`config.mk`:
```
export PLATFORM = sky130hd
export DESIGN_NAME = bresenham_line_rasterizer
export DESIGN_NICKNAME = d
export VERILOG_FILES = /design/src/rtl/blr_pkg.sv /design/src/rtl/blr_front.sv /design/src/rtl/blr_queue.sv /design/src/rtl/blr_back.sv /design/src/rtl/bresenham_line_rasterizer.sv
export SDC_FILE = /design/constraint.sdc
export NUM_CORES = 1
export LEC_CHECK = 0
export BUFFER_PORTS_ARGS = -buffer_cell sky130_fd_sc_hd__clkbuf_2
export CAP_MARGIN = 5
export CELL_PAD_IN_SITES_DETAIL_PLACEMENT = 0
export CELL_PAD_IN_SITES_GLOBAL_PLACEMENT = 1
export CORE_UTILIZATION = 47
export CTS_CLUSTER_DIAMETER = 120
export DETAILED_ROUTE_END_ITERATION = 8
export GPL_ROUTABILITY_DRIVEN = 0
export HOLD_SLACK_MARGIN = 0.03
export PLACE_DENSITY = 0.87
export SYNTH_ARGS = -nofsm -noshare
export SYNTH_HDL_FRONTEND = slang
export SYNTH_HIERARCHICAL = 1
export SYNTH_SLANG_ARGS = --single-unit
```
`constraint.sdc`:
```
create_clock -name i_clk -period 6.5 [get_ports i_clk]
set_input_delay 1.3 -clock i_clk [delete_from_list [all_inputs] [get_ports i_clk]]
set_output_delay 1.3 -clock i_clk [all_outputs]
set_load 0.1 [all_outputs]
```
`src/rtl/blr_pkg.sv`:
```
`default_nettype none

package blr_pkg;

    // Field widths fixed by the stream payload.
    localparam int COORD_W     = 6;
    localparam int CHAR_W      = 8;
    // Decision value width: holds 2*|d| - |d| terms for 6-bit differences.
    localparam int DEC_W       = 9;
    // Entries in the descriptor queue between setup and stepping.
    localparam int QUEUE_DEPTH = 2;

    typedef logic [COORD_W-1:0]       t_coord;
    typedef logic [CHAR_W-1:0]        t_char;
    typedef logic signed [DEC_W-1:0]  t_dec;

    // One prepared line: start point on the low major end, stop coordinate,
    // initial decision value and the two decision increments.
    typedef struct packed {
        t_coord x;
        t_coord y;
        t_coord major_end;
        t_dec   d_init;
        t_dec   d_keep;
        t_dec   d_move;
        logic   steep;
        logic   minor_inc;
        t_char  ch;
    } t_line_desc;

endpackage

`default_nettype wire

```
`src/rtl/blr_front.sv`:
```
`default_nettype none

module blr_front
    import blr_pkg::*;
#(
    parameter int GRID_SIZE = 64
) (
    input  wire         i_clk,
    input  wire         i_rst_n,
    input  wire         i_valid,
    output logic        o_ready,
    input  wire t_coord i_x_start,
    input  wire t_coord i_y_start,
    input  wire t_coord i_x_end,
    input  wire t_coord i_y_end,
    input  wire t_char  i_fill_char,
    output logic        o_desc_valid,
    input  wire         i_desc_ready,
    output t_line_desc  o_desc
);

    localparam t_coord MAX_COORD = COORD_W'(GRID_SIZE - 1);

    logic                 r_valid;
    t_line_desc           r_desc;
    t_line_desc           n_desc;
    t_coord               x1, y1, x2, y2;
    logic signed [COORD_W:0] dx, dy;
    t_coord               adx, ady;
    logic                 shallow;
    t_coord               major_abs, minor_abs;
    t_dec                 keep_step;

    // Saturate endpoints to the grid.
    always_comb begin
        x1 = (i_x_start > MAX_COORD) ? MAX_COORD : i_x_start;
        y1 = (i_y_start > MAX_COORD) ? MAX_COORD : i_y_start;
        x2 = (i_x_end   > MAX_COORD) ? MAX_COORD : i_x_end;
        y2 = (i_y_end   > MAX_COORD) ? MAX_COORD : i_y_end;
    end

    // Differences, magnitudes and octant classification.
    always_comb begin
        dx        = $signed({1'b0, x2}) - $signed({1'b0, x1});
        dy        = $signed({1'b0, y2}) - $signed({1'b0, y1});
        adx       = dx[COORD_W] ? COORD_W'(-dx) : dx[COORD_W-1:0];
        ady       = dy[COORD_W] ? COORD_W'(-dy) : dy[COORD_W-1:0];
        shallow   = (ady <= adx);
        major_abs = shallow ? adx : ady;
        minor_abs = shallow ? ady : adx;
        keep_step = $signed({2'b00, minor_abs, 1'b0});
    end

    // Build the line descriptor, starting from the low end of the major axis.
    always_comb begin
        n_desc.steep     = !shallow;
        n_desc.minor_inc = (dx[COORD_W] && dy[COORD_W]) ||
                           ((dx != '0) && !dx[COORD_W] && (dy != '0) && !dy[COORD_W]);
        n_desc.ch        = i_fill_char;
        n_desc.d_keep    = keep_step;
        n_desc.d_init    = keep_step - $signed({3'b000, major_abs});
        n_desc.d_move    = keep_step - $signed({2'b00, major_abs, 1'b0});
        if (shallow) begin
            if (!dx[COORD_W]) begin
                n_desc.x         = x1;
                n_desc.y         = y1;
                n_desc.major_end = x2;
            end else begin
                n_desc.x         = x2;
                n_desc.y         = y2;
                n_desc.major_end = x1;
            end
        end else begin
            if (!dy[COORD_W]) begin
                n_desc.x         = x1;
                n_desc.y         = y1;
                n_desc.major_end = y2;
            end else begin
                n_desc.x         = x2;
                n_desc.y         = y2;
                n_desc.major_end = y1;
            end
        end
    end

    // The setup register frees up whenever the queue takes its content.
    assign o_ready      = !r_valid || i_desc_ready;
    assign o_desc_valid = r_valid;
    assign o_desc       = r_desc;

    always_ff @(posedge i_clk) begin
        if (!i_rst_n) begin
            r_valid <= 1'b0;
        end else if (o_ready) begin
            r_valid <= i_valid;
        end
    end

    always_ff @(posedge i_clk) begin
        if (o_ready && i_valid) begin
            r_desc <= n_desc;
        end
    end

endmodule

`default_nettype wire

```
`src/rtl/blr_queue.sv`:
```
`default_nettype none

module blr_queue
    import blr_pkg::*;
(
    input  wire        i_clk,
    input  wire        i_rst_n,
    input  wire        i_push_valid,
    output logic       o_push_ready,
    input  wire t_line_desc i_push_desc,
    output logic       o_pop_valid,
    input  wire        i_pop_ready,
    output t_line_desc o_pop_desc
);

    localparam int PTR_W = (QUEUE_DEPTH > 1) ? $clog2(QUEUE_DEPTH) : 1;
    localparam int CNT_W = $clog2(QUEUE_DEPTH + 1);

    t_line_desc       r_mem [QUEUE_DEPTH];
    logic [PTR_W-1:0] r_wr_ptr;
    logic [PTR_W-1:0] r_rd_ptr;
    logic [CNT_W-1:0] r_count;
    logic             push;
    logic             pop;

    assign o_push_ready = (r_count != CNT_W'(QUEUE_DEPTH));
    assign o_pop_valid  = (r_count != '0);
    assign o_pop_desc   = r_mem[r_rd_ptr];
    assign push         = i_push_valid && o_push_ready;
    assign pop          = o_pop_valid && i_pop_ready;

    // Pointers and fill count.
    always_ff @(posedge i_clk) begin
        if (!i_rst_n) begin
            r_wr_ptr <= '0;
            r_rd_ptr <= '0;
            r_count  <= '0;
        end else begin
            if (push) begin
                r_wr_ptr <= (r_wr_ptr == PTR_W'(QUEUE_DEPTH - 1)) ? '0 : r_wr_ptr + 1'b1;
            end
            if (pop) begin
                r_rd_ptr <= (r_rd_ptr == PTR_W'(QUEUE_DEPTH - 1)) ? '0 : r_rd_ptr + 1'b1;
            end
            if (push && !pop) begin
                r_count <= r_count + 1'b1;
            end else if (pop && !push) begin
                r_count <= r_count - 1'b1;
            end
        end
    end

    // Descriptor storage.
    always_ff @(posedge i_clk) begin
        if (push) begin
            r_mem[r_wr_ptr] <= i_push_desc;
        end
    end

endmodule

`default_nettype wire

```
`src/rtl/blr_back.sv`:
```
`default_nettype none

module blr_back
    import blr_pkg::*;
(
    input  wire        i_clk,
    input  wire        i_rst_n,
    input  wire        i_desc_valid,
    output logic       o_desc_ready,
    input  wire t_line_desc i_desc,
    output logic       o_valid,
    input  wire        i_ready,
    output t_coord     o_pixel_x,
    output t_coord     o_pixel_y,
    output t_char      o_pixel_char,
    output logic       o_last_pixel
);

    logic   r_busy;
    t_coord r_x;
    t_coord r_y;
    t_coord r_end;
    t_dec   r_d;
    t_dec   r_d_keep;
    t_dec   r_d_move;
    logic   r_steep;
    logic   r_inc;
    t_char  r_ch;

    logic   r_out_valid;
    t_coord r_out_x;
    t_coord r_out_y;
    t_char  r_out_ch;
    logic   r_out_last;

    logic   out_load;
    logic   cur_last;
    logic   advance;
    logic   take;
    logic   move_minor;
    t_coord n_x;
    t_coord n_y;
    t_dec   n_d;

    // Step control: the output register loads whenever it is empty or drained.
    always_comb begin
        out_load   = !r_out_valid || i_ready;
        cur_last   = (r_steep ? r_y : r_x) >= r_end;
        advance    = r_busy && out_load;
        take       = i_desc_valid && (!r_busy || (advance && cur_last));
        move_minor = r_steep ? (r_d > 0) : (r_d >= 0);
    end

    // Next position and decision value along the line.
    always_comb begin
        n_x = r_x;
        n_y = r_y;
        n_d = move_minor ? (r_d + r_d_move) : (r_d + r_d_keep);
        if (r_steep) begin
            n_y = r_y + 1'b1;
            if (move_minor) begin
                n_x = r_inc ? (r_x + 1'b1) : (r_x - 1'b1);
            end
        end else begin
            n_x = r_x + 1'b1;
            if (move_minor) begin
                n_y = r_inc ? (r_y + 1'b1) : (r_y - 1'b1);
            end
        end
    end

    assign o_desc_ready = take;

    // Control state.
    always_ff @(posedge i_clk) begin
        if (!i_rst_n) begin
            r_busy      <= 1'b0;
            r_out_valid <= 1'b0;
        end else begin
            if (out_load) begin
                r_out_valid <= r_busy;
            end
            if (take) begin
                r_busy <= 1'b1;
            end else if (advance && cur_last) begin
                r_busy <= 1'b0;
            end
        end
    end

    // Line walker registers and the output pixel register.
    always_ff @(posedge i_clk) begin
        if (take) begin
            r_x      <= i_desc.x;
            r_y      <= i_desc.y;
            r_end    <= i_desc.major_end;
            r_d      <= i_desc.d_init;
            r_d_keep <= i_desc.d_keep;
            r_d_move <= i_desc.d_move;
            r_steep  <= i_desc.steep;
            r_inc    <= i_desc.minor_inc;
            r_ch     <= i_desc.ch;
        end else if (advance && !cur_last) begin
            r_x <= n_x;
            r_y <= n_y;
            r_d <= n_d;
        end
        if (advance) begin
            r_out_x    <= r_x;
            r_out_y    <= r_y;
            r_out_ch   <= r_ch;
            r_out_last <= cur_last;
        end
    end

    assign o_valid      = r_out_valid;
    assign o_pixel_x    = r_out_x;
    assign o_pixel_y    = r_out_y;
    assign o_pixel_char = r_out_ch;
    assign o_last_pixel = r_out_last;

endmodule

`default_nettype wire

```
`src/rtl/bresenham_line_rasterizer.sv`:
```
`default_nettype none

// Bresenham line rasterizer. Each transfer on the slave stream is one line
// command (two endpoints and a fill character); the block answers with one
// master-stream transfer per pixel, max(|dx|,|dy|)+1 of them, the final one
// marked by tlast. Endpoints above GRID_SIZE-1 are saturated to GRID_SIZE-1.
// A setup stage classifies the line and prepares the start point and
// decision terms, a two-entry descriptor queue follows, and a stepping unit
// walks the line at one pixel per cycle while the master side is ready; the
// next line's first pixel follows the previous last pixel directly. A command's
// first pixel passes the setup register, the queue, the walker registers and
// the output register.

module bresenham_line_rasterizer
    import blr_pkg::*;
#(
    parameter int GRID_SIZE = 64
) (
    input  wire         i_clk,
    input  wire         i_rst_n,
    input  wire         i_s_axis_tvalid,
    output logic        o_s_axis_tready,
    // x_start[5:0], y_start[11:6], x_end[17:12], y_end[23:18], fill_char[31:24]
    input  wire  [31:0] i_s_axis_tdata,
    output logic        o_m_axis_tvalid,
    input  wire         i_m_axis_tready,
    // pixel_x[5:0], pixel_y[11:6], pixel_char[19:12], zero[23:20]
    output logic [23:0] o_m_axis_tdata,
    // last_pixel
    output logic        o_m_axis_tlast
);

    logic       fr_valid;
    logic       fr_ready;
    t_line_desc fr_desc;
    logic       q_valid;
    logic       q_ready;
    t_line_desc q_desc;
    t_coord     pixel_x;
    t_coord     pixel_y;
    t_char      pixel_char;

    // Command setup.
    blr_front #(
        .GRID_SIZE (GRID_SIZE)
    ) u_front (
        .i_clk        (i_clk),
        .i_rst_n      (i_rst_n),
        .i_valid      (i_s_axis_tvalid),
        .o_ready      (o_s_axis_tready),
        .i_x_start    (i_s_axis_tdata[5:0]),
        .i_y_start    (i_s_axis_tdata[11:6]),
        .i_x_end      (i_s_axis_tdata[17:12]),
        .i_y_end      (i_s_axis_tdata[23:18]),
        .i_fill_char  (i_s_axis_tdata[31:24]),
        .o_desc_valid (fr_valid),
        .i_desc_ready (fr_ready),
        .o_desc       (fr_desc)
    );

    // Descriptor queue between setup and stepping.
    blr_queue u_queue (
        .i_clk        (i_clk),
        .i_rst_n      (i_rst_n),
        .i_push_valid (fr_valid),
        .o_push_ready (fr_ready),
        .i_push_desc  (fr_desc),
        .o_pop_valid  (q_valid),
        .i_pop_ready  (q_ready),
        .o_pop_desc   (q_desc)
    );

    // Pixel stepping.
    blr_back u_back (
        .i_clk        (i_clk),
        .i_rst_n      (i_rst_n),
        .i_desc_valid (q_valid),
        .o_desc_ready (q_ready),
        .i_desc       (q_desc),
        .o_valid      (o_m_axis_tvalid),
        .i_ready      (i_m_axis_tready),
        .o_pixel_x    (pixel_x),
        .o_pixel_y    (pixel_y),
        .o_pixel_char (pixel_char),
        .o_last_pixel (o_m_axis_tlast)
    );

    assign o_m_axis_tdata = {4'b0000, pixel_char, pixel_y, pixel_x};

endmodule

`default_nettype wire
```
==> results of run 1 <==
==> synth_stat cells (all sizes together), types with 7 or more instances <==
master	n
a211oi	14
a21o	15
a21oi	27
and2	8
and3	10
buf	23
clkbuf	20
dfxtp	8
edfxtp	235
ha	42
inv	39
mux2	99
mux2i	8
nand2	37
nand2b	9
nand3	12
nor2	37
nor2b	7
nor3	9
o21ai	26
or2	7
xnor2	26
xor2	16
==> state kept, by name (all words and copies together) (netlist names), named ones only <==
register              count
u_queue/r_mem           110
u_front/o_desc           49
u_back/r_d                9
u_back/r_d_keep           9
u_back/r_d_move           9
u_back/o_pixel_char       8
u_back/r_ch               8
u_back/o_pixel_x          6
u_back/o_pixel_y          6
u_back/r_end              6
u_back/r_x                6
u_back/r_y                6
u_queue/r_count           2
u_back/o_last_pixel       1
u_back/o_valid            1
u_back/r_busy             1
u_back/r_inc              1
u_back/r_steep            1
u_front/o_desc_valid      1
u_queue/r_rd_ptr          1
u_queue/r_wr_ptr          1
==> cells in the final DEF, fill, tap and decap left out, drive strengths merged, types with 26 or more instances in the layout <==
master and count:
a21oi 27, mux2 99, clkbuf 88, ha 42
nand2 37, nor2 37, xnor2 26, edfxtp 235
o21ai 26, inv 41
==> per-layer routing <==
metal  track usage [%]  routed length, µm  part of all wire [%]
met1              23.8               9800                    47
met2              26.4               9800                    47
met3              1.93                869                   4.2
met4              5.11                439                   2.1
met5                 0                  0                     0
==> worst paths after layout <==
path / start / to / slack, ps / depth (start not counted)
max: i_s_axis_tdata[12] / u_front/o_desc[34] / 630 / 24
min: u_back/r_ch[2] / u_back/o_pixel_char[2] / 420 / 0
max reg2reg: u_back/r_steep / u_back/r_d[8] / 2520 / 11
min reg2reg: u_back/r_ch[2] / u_back/o_pixel_char[2] / 420 / 0
==> through the flow <==
step           hold WS (ps)  util, %
2_1_floorplan           400        -
3_3_place_gp            401     50.2
3_5_place_dp            409     50.2
4_1_cts                 423     53.4
5_1_grt                 426     53.4
6_report                419     53.4
==> layout make-up <==
| cell class | instances | area (µm²) | share of cell area, % |
|---|---|---|---|
| Inverter | 39 | 149 | 1.15 |
| Clock buffer | 30 | 644 | 4.96 |
| Tap cell | 324 | 405 | 3.12 |
| Sequential cell | 243 | 7220 | 55.6 |
| Multi-Input combinational cell | 501 | 4030 | 31.0 |
| Clock inverter | 15 | 134 | 1.03 |
| Timing Repair Buffer | 74 | 410 | 3.16 |
==> power by group through the flow <==
| stage | sequential [mW] | combinational (mW) | clock [mW] |
|---|---|---|---|
| 5_1_grt | 2.77 | 3.07 | 1.43 |
| 4_1_cts | 2.72 | 2.82 | 1.37 |
| 6_report | 2.72 | 2.80 | 1.33 |
| 3_3_place_gp | 2.72 | 2.73 | 0 |
| 3_5_place_dp | 2.75 | 2.79 | 0 |
| 2_1_floorplan | 2.84 | 2.08 | 0 |
==> logic make-up after synthesis <==
| kind of cell | count (synthesis) | synth area share (%) |
|---|---|---|
| simple gates | 159 | 7.11 |
| mux | 107 | 10.3 |
| xor+xnor | 42 | 3.16 |
| buf+inv | 82 | 3.58 |
| flops | 243 | 62.1 |
| fa+ha+maj | 49 | 5.32 |
| compound gates | 136 | 8.39 |
| other cells | 2 | 0.0646 |
==> impl_metrics.py, run 1 <==
metrics = {
    "run_status": {
        "status": "finished, final reports clean",
    },
    "cts": {
        "cts_sinks": 243,
        "cts_setup_buffers": 0,
        "ctsHtreeMaxLevel": 1,
        "post_cts_resized": 0,
        "path_clk_slew_ps": 60,
        "cts_hold_buf": 0,
        "clock_latency_ps": 520,
        "clockRootBuffer": "clkbuf_16",
        "cts_buffers": 25,
        "cts_tree": "yes",
        "cts_buffer_depth": 3,
    },
    "pwr": {
        "power_frac_comb_pct": 40.9,
        "ir_drop_mv": 0.254,
        "pwr-share-seq_pct": 39.7,
        "switching_share_pct": 35.1,
        "fin_total_pwr_mw": 6.86,
        "power_density_nw_per_um2": 528,
        "clkPwrFrac_pct": 19.5,
        "p_int_mw": 4.45,
        "switchingPower_mw": 2.41,
        "power.leakage_nw": 4.79,
    },
    "route": {
        "drt-pass1-iter-count": 5,
        "viasPerCell": 5.36,
        "wire_per_inst_um": 17.1,
        "wl_um": 20900,
        "drc_errors": 0,
        "vias": 6570,
        "route.antenna.remaining_nets": 0,
        "drt-initial-drc-count": 443,
    },
    "grt": {
        "overflow": 0,
        "grt_util_all_layers_pct": 16.5,
        "grt_max_degree": 58,
        "grt_first_pass_wirelength_um": 33200,
        "antenna_found_initial": 0,
        "grt_pass1_vias": 6318,
    },
    "synthesis": {
        "synth.top_cell.area_share_pct": 60.7,
        "synth-async-reset-ratio_pct": 0,
        "synth_edf_count": 235,
        "synth_top_area_cell": "edfxtp_1",
        "synth_area_leaders": "edfxtp_1, mux2_2, ha_1, xnor2_1, dfxtp_1",
        "ys.flop_type": "edfxtp_1",
        "yosysSeqAreaShare_pct": 62.1,
        "yosysWarningCount": 6,
        "syn-cell-area_um2": 11600,
        "ys_seq_elements": 243,
        "syn-instance-count": 820,
        "synth.avg_cell_area_um2": 14.2,
        "synthDistinctLibCells": 84,
    },
    "critical_path": {
        "crit_buf_inv": 6,
        "startpoint_type": "input pin",
        "arrival_ps": 6110,
        "end_kind": "flop",
        "critPathSlowestCell": "a221oi_4",
        "crit_type": "in -> reg",
        "crit_family": "compound AO/OA/AOI/OAI gates",
        "crit_path_cell_trace": "clkbuf_2 > inv_1 > ha_1 > inv_1 > ha_1 > inv_1 > ha_1 > a2111oi_1 > o22ai_1 > a221oi_4 > ha_1 > nand3_1 > o211ai_1 > nand2_1 > inv_1 > nor2_1 > a21oi_1 > inv_1 > ha_1 > a2111oi_0 > a31oi_1 > maj3_1 > a41oi_1 > xor2_1",
        "cpPeakStageDelay_ps": 510,
        "required_ps": 6750,
        "path_max_fanout": 8,
    },
    "timing": {
        "rsz0062_at_grt": "false",
        "period_share_pct": 90.2,
        "fin_worst_skew_ps": 12.5,
        "setup_slack_ps": 634,
        "tns_ps": 0,
        "tightest_slew_ps": 1070,
        "setup_viol": 0,
        "slew_headroom_pct": 28.0,
        "slew_violations": 0,
        "fmax_mhz": 170,
        "fin_crit_ps": 5870,
        "hold_viol_final": 0,
    },
    "place": {
        "place_inst": 1181,
        "post-place-ws_ps": 145,
        "port-buffer-count": 58,
        "placed_cell_area_um2": 12200,
        "dp_hpwl_um": 14100,
    },
    "die": {
        "die_h_um": 159,
        "io_pins": 63,
        "initial_core_util_pct": 47.8,
        "core_area_um2": 24300,
        "die_area_um2": 25400,
        "rows": 57,
        "die_w_um": 159,
    },
    "layout": {
        "areaGrowthSynthToFinish_pct": 11.7,
        "fill_cells": 1935,
        "antenna_cells": 0,
        "finalNetCount": 964,
        "final_cells": 1226,
        "finalInstanceArea_um2": 13000,
        "drive_gt1_share_pct": 26.3,
    },
    "hold_path": {
        "hold_class": "reg -> reg",
    },
    "run": {
        "drv_cap": 0,
    },
}
No activity file was read; power rests on OpenSTA's default activity.
==> inputs of run 2 (changes only) <==
--- a/config.mk
+++ b/config.mk
@@ -9,12 +9,13 @@
 export CAP_MARGIN = 5
 export CELL_PAD_IN_SITES_DETAIL_PLACEMENT = 0
 export CELL_PAD_IN_SITES_GLOBAL_PLACEMENT = 1
+export CORE_ASPECT_RATIO = 0.5
 export CORE_UTILIZATION = 47
 export CTS_CLUSTER_DIAMETER = 120
 export DETAILED_ROUTE_END_ITERATION = 8
 export GPL_ROUTABILITY_DRIVEN = 0
 export HOLD_SLACK_MARGIN = 0.03
-export PLACE_DENSITY = 0.87
+export PLACE_DENSITY = 0.82
 export SYNTH_ARGS = -nofsm -noshare
 export SYNTH_HDL_FRONTEND = slang
 export SYNTH_HIERARCHICAL = 1
==> constraint.sdc (replaced) <==
create_clock -name i_clk -period 5 [get_ports i_clk]
set_input_delay 1 -clock i_clk [delete_from_list [all_inputs] [get_ports i_clk]]
set_output_delay 1 -clock i_clk [all_outputs]
set_load 0.1 [all_outputs]
==> run 2 against run 1 <==
Net effect: die area up 0.15%; clock-buffer cell count shrank 5; register-to-register slack got worse by 1500 ps; utilization rose by 3.3 points; critical path depth is 4 lower; final cell count grew 7.3%; sequential power rose by 32%; non-clock buffer count grew 82; worst hold slack improved by 1.5 ps; power grew 36%; first-iteration DRC count decreased by 21%; via count grew 4.4%.
==> impl_metrics.py, run 2 (synthesis results as in run 1) <==
metrics = {
    "run_status": {
        "status": "finished, final reports clean",
    },
    "layout": {
        "final_core_util_pct": 56.7,
        "finalInstanceArea_um2": 13700,
        "regMostFlops": "u_queue/r_mem",
        "antenna_cells": 0,
        "largest_reg_flops": 110,
        "finalNetCount": 1044,
        "final_cell_mix": "edfxtp_1, mux2_2, buf_4",
        "layout_commonest_cell": "edfxtp_1",
        "areaGrowthSynthToFinish_pct": 17.6,
        "drive_gt1_share_pct": 34.3,
        "final_cells": 1316,
    },
    "place": {
        "dp_hpwl_um": 15900,
        "placed_cell_area_um2": 12900,
        "post-place-ws_ps": -322,
        "place_inst": 1275,
        "port-buffer-count": 58,
    },
    "die": {
        "die_w_um": 224,
        "io_pins": 63,
        "die_h_um": 113,
        "initial_core_util_pct": 48.2,
        "core_area_um2": 24100,
        "die_area_um2": 25400,
        "rows": 40,
    },
    "cts": {
        "cts_hold_buf": 0,
        "ctsHtreeMaxLevel": 1,
        "cts_tree": "yes",
        "path_clk_slew_ps": 60,
        "clock_latency_ps": 510,
        "cts_setup_buffers": 0,
        "cts_sinks": 243,
        "clockRootBuffer": "clkbuf_16",
        "cts_buffer_depth": 3,
        "cts_buffers": 23,
    },
    "critical_path": {
        "cpPeakStageDelay_ps": 410,
        "arrival_ps": 5080,
        "required_ps": 5340,
        "crit_path_cell_trace": "clkbuf_2 > inv_1 > ha_1 > inv_1 > fa_2 > a211oi_4 > o21bai_2 > a21o_1 > or3_1 > nand2_1 > ha_1 > a21oi_1 > o211ai_1 > nand2_1 > buf_4 > or2_0 > a21bo_1 > a311o_1 > a41o_1 > a211oi_2",
        "path_max_fanout": 21,
        "crit_type": "in -> reg",
        "crit_family": "compound AO/OA/AOI/OAI gates",
        "startpoint_type": "input pin",
        "crit_buf_inv": 4,
        "critPathSlowestCell": "fa_2",
        "end_kind": "flop",
    },
    "route": {
        "drt-pass1-iter-count": 5,
        "wl_um": 22500,
        "viasPerCell": 5.21,
        "wire_per_inst_um": 17.1,
        "vias": 6862,
        "route.antenna.remaining_nets": 0,
        "drt-initial-drc-count": 348,
        "drc_errors": 0,
    },
    "pwr": {
        "power.leakage_nw": 5.19,
        "ir_drop_mv": 0.300,
        "fin_total_pwr_mw": 9.35,
        "power_density_nw_per_um2": 683,
    },
    "timing": {
        "timing.hold.ws_ps": 420,
        "period_share_pct": 94.8,
        "hold_viol_final": 0,
        "fmax_mhz": 211,
        "tightest_slew_ps": 807,
        "fin_worst_skew_ps": 9.38,
        "setup_slack_ps": 258,
        "slew_violations": 0,
        "tns_ps": 0,
        "slew_headroom_pct": 46.2,
        "fin_crit_ps": 4740,
        "setup_viol": 0,
    },
    "grt": {
        "grt_pass1_vias": 6887,
        "grt_first_pass_wirelength_um": 35900,
        "grt_util_all_layers_pct": 17.9,
        "antenna_found_initial": 0,
        "grt_max_degree": 58,
        "overflow": 0,
    },
    "run": {
        "drv_cap": 0,
    },
    "hold_path": {
        "hold_class": "reg -> reg",
    },
}
## run 2: what timing repair did
| item | 4_1_cts | 5_1_grt |
|---|---|---|
| hold endpoints to repair | 0 | 0 |
| resized for setup | 0 | 10 |
| endpoints found under the setup margin | 0 | 5 |
## run 2: power by group
group / leakage, nW / internal, mW / switching (mW)
Sequential: 2.26 / 3.24 / 0.350
Combinational: 2.56 / 1.87 / 2.17
Clock: 0.366 / 1.00 / 0.716
## run 2: worst paths after layout
path              depth (start not counted)                     end  slack [ps]               start
setup / recovery                         20      u_front/o_desc[35]         260  i_s_axis_tdata[18]
hold / removal                            0  u_back/o_pixel_char[4]         420      u_back/r_ch[4]
setup reg to reg                         13           u_back/r_d[8]         990       u_back/r_d[2]
hold reg to reg                           0  u_back/o_pixel_char[4]         420      u_back/r_ch[4]
## run 2: final cells by class
class	instances	area, µm²
Timing Repair Buffer	156	1030
Inverter	39	149
Multi-Input combinational cell	501	4120
Clock buffer	25	583
Fill cell	1927	10400
Sequential cell	243	7220
Clock inverter	16	169
Tap cell	336	420
## run 2: per-layer routing
metal,track usage (%),up-vias,part of all wire (%)
met1,25.9,3341,49
met2,29.0,137,45
met3,2.31,26,4.1
li1,-,3358,-
met4,3.90,0,1.5
met5,0,-,0
==> inputs of run 3 (changes only) <==
--- a/config.mk
+++ b/config.mk
@@ -10,12 +10,14 @@
 export CELL_PAD_IN_SITES_DETAIL_PLACEMENT = 0
 export CELL_PAD_IN_SITES_GLOBAL_PLACEMENT = 1
 export CORE_ASPECT_RATIO = 0.5
-export CORE_UTILIZATION = 47
+export CORE_UTILIZATION = 45
+export CTS_BUF_LIST = sky130_fd_sc_hd__clkbuf_4 sky130_fd_sc_hd__clkbuf_8
 export CTS_CLUSTER_DIAMETER = 120
 export DETAILED_ROUTE_END_ITERATION = 8
 export GPL_ROUTABILITY_DRIVEN = 0
 export HOLD_SLACK_MARGIN = 0.03
-export PLACE_DENSITY = 0.82
+export PLACE_DENSITY = 0.79
+export SLEW_MARGIN = 20
 export SYNTH_ARGS = -nofsm -noshare
 export SYNTH_HDL_FRONTEND = slang
 export SYNTH_HIERARCHICAL = 1
==> run 3 against run 2 <==
Net effect: fmax fell by 2.9%; critical endpoint is now u_front/o_desc[34]; critical path depth up 4; final cell count up 3.4%; largest cell class unchanged; non-clock buffer count increased by 13; clock-buffer cell count up 27; highest routed layer unchanged; worst hold slack better by 6.9 ps.
==> impl_metrics.py, run 3 (synthesis results as in run 1) <==
metrics = {
    "run_status": {
        "status": "finished, final reports clean",
    },
    "layout": {
        "antenna_cells": 0,
        "finalNetCount": 1072,
        "layout_commonest_cell": "edfxtp_1",
        "regMostFlops": "u_queue/r_mem",
        "fill_cells": 2033,
        "seq_area_um2": 7220,
        "multiInputGateArea_um2": 4210,
        "drive_gt1_share_pct": 38.0,
        "finalInstanceArea_um2": 13800,
        "final_cell_mix": "edfxtp_1, buf_4, mux2_2",
        "areaGrowthSynthToFinish_pct": 19.0,
        "largest_reg_flops": 110,
        "final_core_util_pct": 54.7,
    },
    "route": {
        "route.antenna.remaining_nets": 0,
        "vias": 6978,
        "drt-pass1-iter-count": 6,
        "drc_errors": 0,
        "wl_um": 22600,
        "drt-initial-drc-count": 450,
        "wire_per_inst_um": 16.6,
        "viasPerCell": 5.13,
    },
    "timing": {
        "fmax_mhz": 205,
        "timing.hold.ws_ps": 427,
        "fin_worst_skew_ps": 25.9,
        "tightest_slew_ps": 891,
        "tns_ps": 0,
        "slew_headroom_pct": 40.6,
        "hold_viol_final": 0,
        "setup_viol": 0,
        "period_share_pct": 97.6,
        "slew_violations": 0,
        "fin_crit_ps": 4880,
        "setup_slack_ps": 119,
    },
    "critical_path": {
        "end_kind": "flop",
        "crit_path_cell_trace": "clkbuf_2 > inv_1 > ha_2 > inv_1 > ha_1 > inv_2 > ha_4 > buf_4 > a211o_1 > mux2_4 > a221oi_4 > ha_4 > nand3_1 > o211ai_1 > nand2_2 > inv_2 > nor3_1 > a31o_2 > ha_4 > a2111oi_4 > a31oi_1 > maj3_2 > a41oi_2 > xor2_1",
        "path_max_fanout": 5,
        "crit_family": "compound AO/OA/AOI/OAI gates",
        "cpMostUsedCell": "ha_4",
        "cpPeakStageDelay_ps": 340,
        "crit_type": "in -> reg",
        "worstSetupStartpoint": "i_s_axis_tdata[12]",
        "arrival_ps": 5140,
        "startpoint_type": "input pin",
        "crit_buf_inv": 6,
        "required_ps": 5260,
        "r2r_start": "u_back/r_steep",
        "critPathSlowestCell": "maj3_2",
    },
    "place": {
        "post-place-ws_ps": -371,
        "dp_hpwl_um": 15700,
        "placed_cell_area_um2": 12900,
        "port-buffer-count": 58,
    },
    "pwr": {
        "power.leakage_nw": 5.27,
        "power_density_nw_per_um2": 668,
        "ir_drop_mv": 0.225,
    },
    "die": {
        "io_pins": 63,
        "rows": 41,
        "initial_core_util_pct": 46.0,
        "die_h_um": 116,
        "die_w_um": 229,
        "die_area_um2": 26500,
        "core_area_um2": 25300,
    },
    "grt": {
        "grt_first_pass_wirelength_um": 35900,
        "antenna_found_initial": 0,
        "grt_util_all_layers_pct": 17.2,
        "grt_pass1_vias": 6994,
        "overflow": 0,
        "grt_max_degree": 58,
    },
    "cts": {
        "cts_buffers": 37,
        "cts_sinks": 243,
        "cts_hold_buf": 0,
        "cts_buffer_depth": 3,
        "cts_tree": "yes",
        "path_clk_slew_ps": 60,
        "ctsHtreeMaxLevel": 2,
        "clock_latency_ps": 530,
        "clockRootBuffer": "clkbuf_8",
    },
    "run": {
        "drv_cap": 0,
    },
    "hold_path": {
        "hold_start": "u_back/r_ch[2]",
        "hold_class": "reg -> reg",
    },
}
## run 3: cell types whose count changed in the layout (fill, tap and decap cells not counted), moves of 5 or more
| cell | change |
|---|---|
| buf_4 | +13 |
| clkbuf_16 | -23 |
| clkbuf_4 | +15 |
| clkbuf_8 | +38 |
| ha_1 | -5 |
| ha_4 | +5 |
| inv_1 | -5 |
| inv_2 | +5 |
## run 3: repair_timing
action                     in CTS  in global routing
gates resized for setup         0                 32
buffers inserted                0                 10
setup endpoints to repair       0                  7
## run 3: area by class of cell
class	instances	share of cell area, %
timing repair buffer	169	8.14
clock buffer	52	4.54
clock inverter	12	0.497
timing repair inverter	1	0.0542
sequential	243	52.2
inverter	39	1.08
multi-input combinational	501	30.4
tap	344	3.11
## run 3: stage by stage
step | power (mW) | instances
finish | 9.25 | 1361
global route | 9.83 | 1361
CTS | 9.15 | 1350
detailed placement | 7.60 | 1286
global placement | 7.47 | 1286
floorplan | 6.46 | 826
## run 3: layer usage
metal  vias to the layer above  global-route usage, %  share of wire, %
met5                         -                      0                 0
met4                         0                   5.82               2.1
met3                        45                   2.83               3.7
met2                       139                   27.7                45
met1                      3363                   23.9                50
li1                       3431                      -                 -
## run 3: report_power, final
| part | switching (mW) | internal [mW] |
|---|---|---|
| Combinational | 2.19 | 1.95 |
| Sequential | 0.350 | 3.24 |
| Clock | 0.707 | 0.814 |
| Total | 3.25 | 6.00 |
## run 3: path summary, 6_finish.rpt
kind | to | slack (ps) | depth (start not counted)
max reg2reg | u_back/r_d[8] | 830 | 11
max | u_front/o_desc[34] | 120 | 24
min reg2reg | u_back/o_pixel_char[2] | 430 | 0
min | u_back/o_pixel_char[2] | 430 | 0
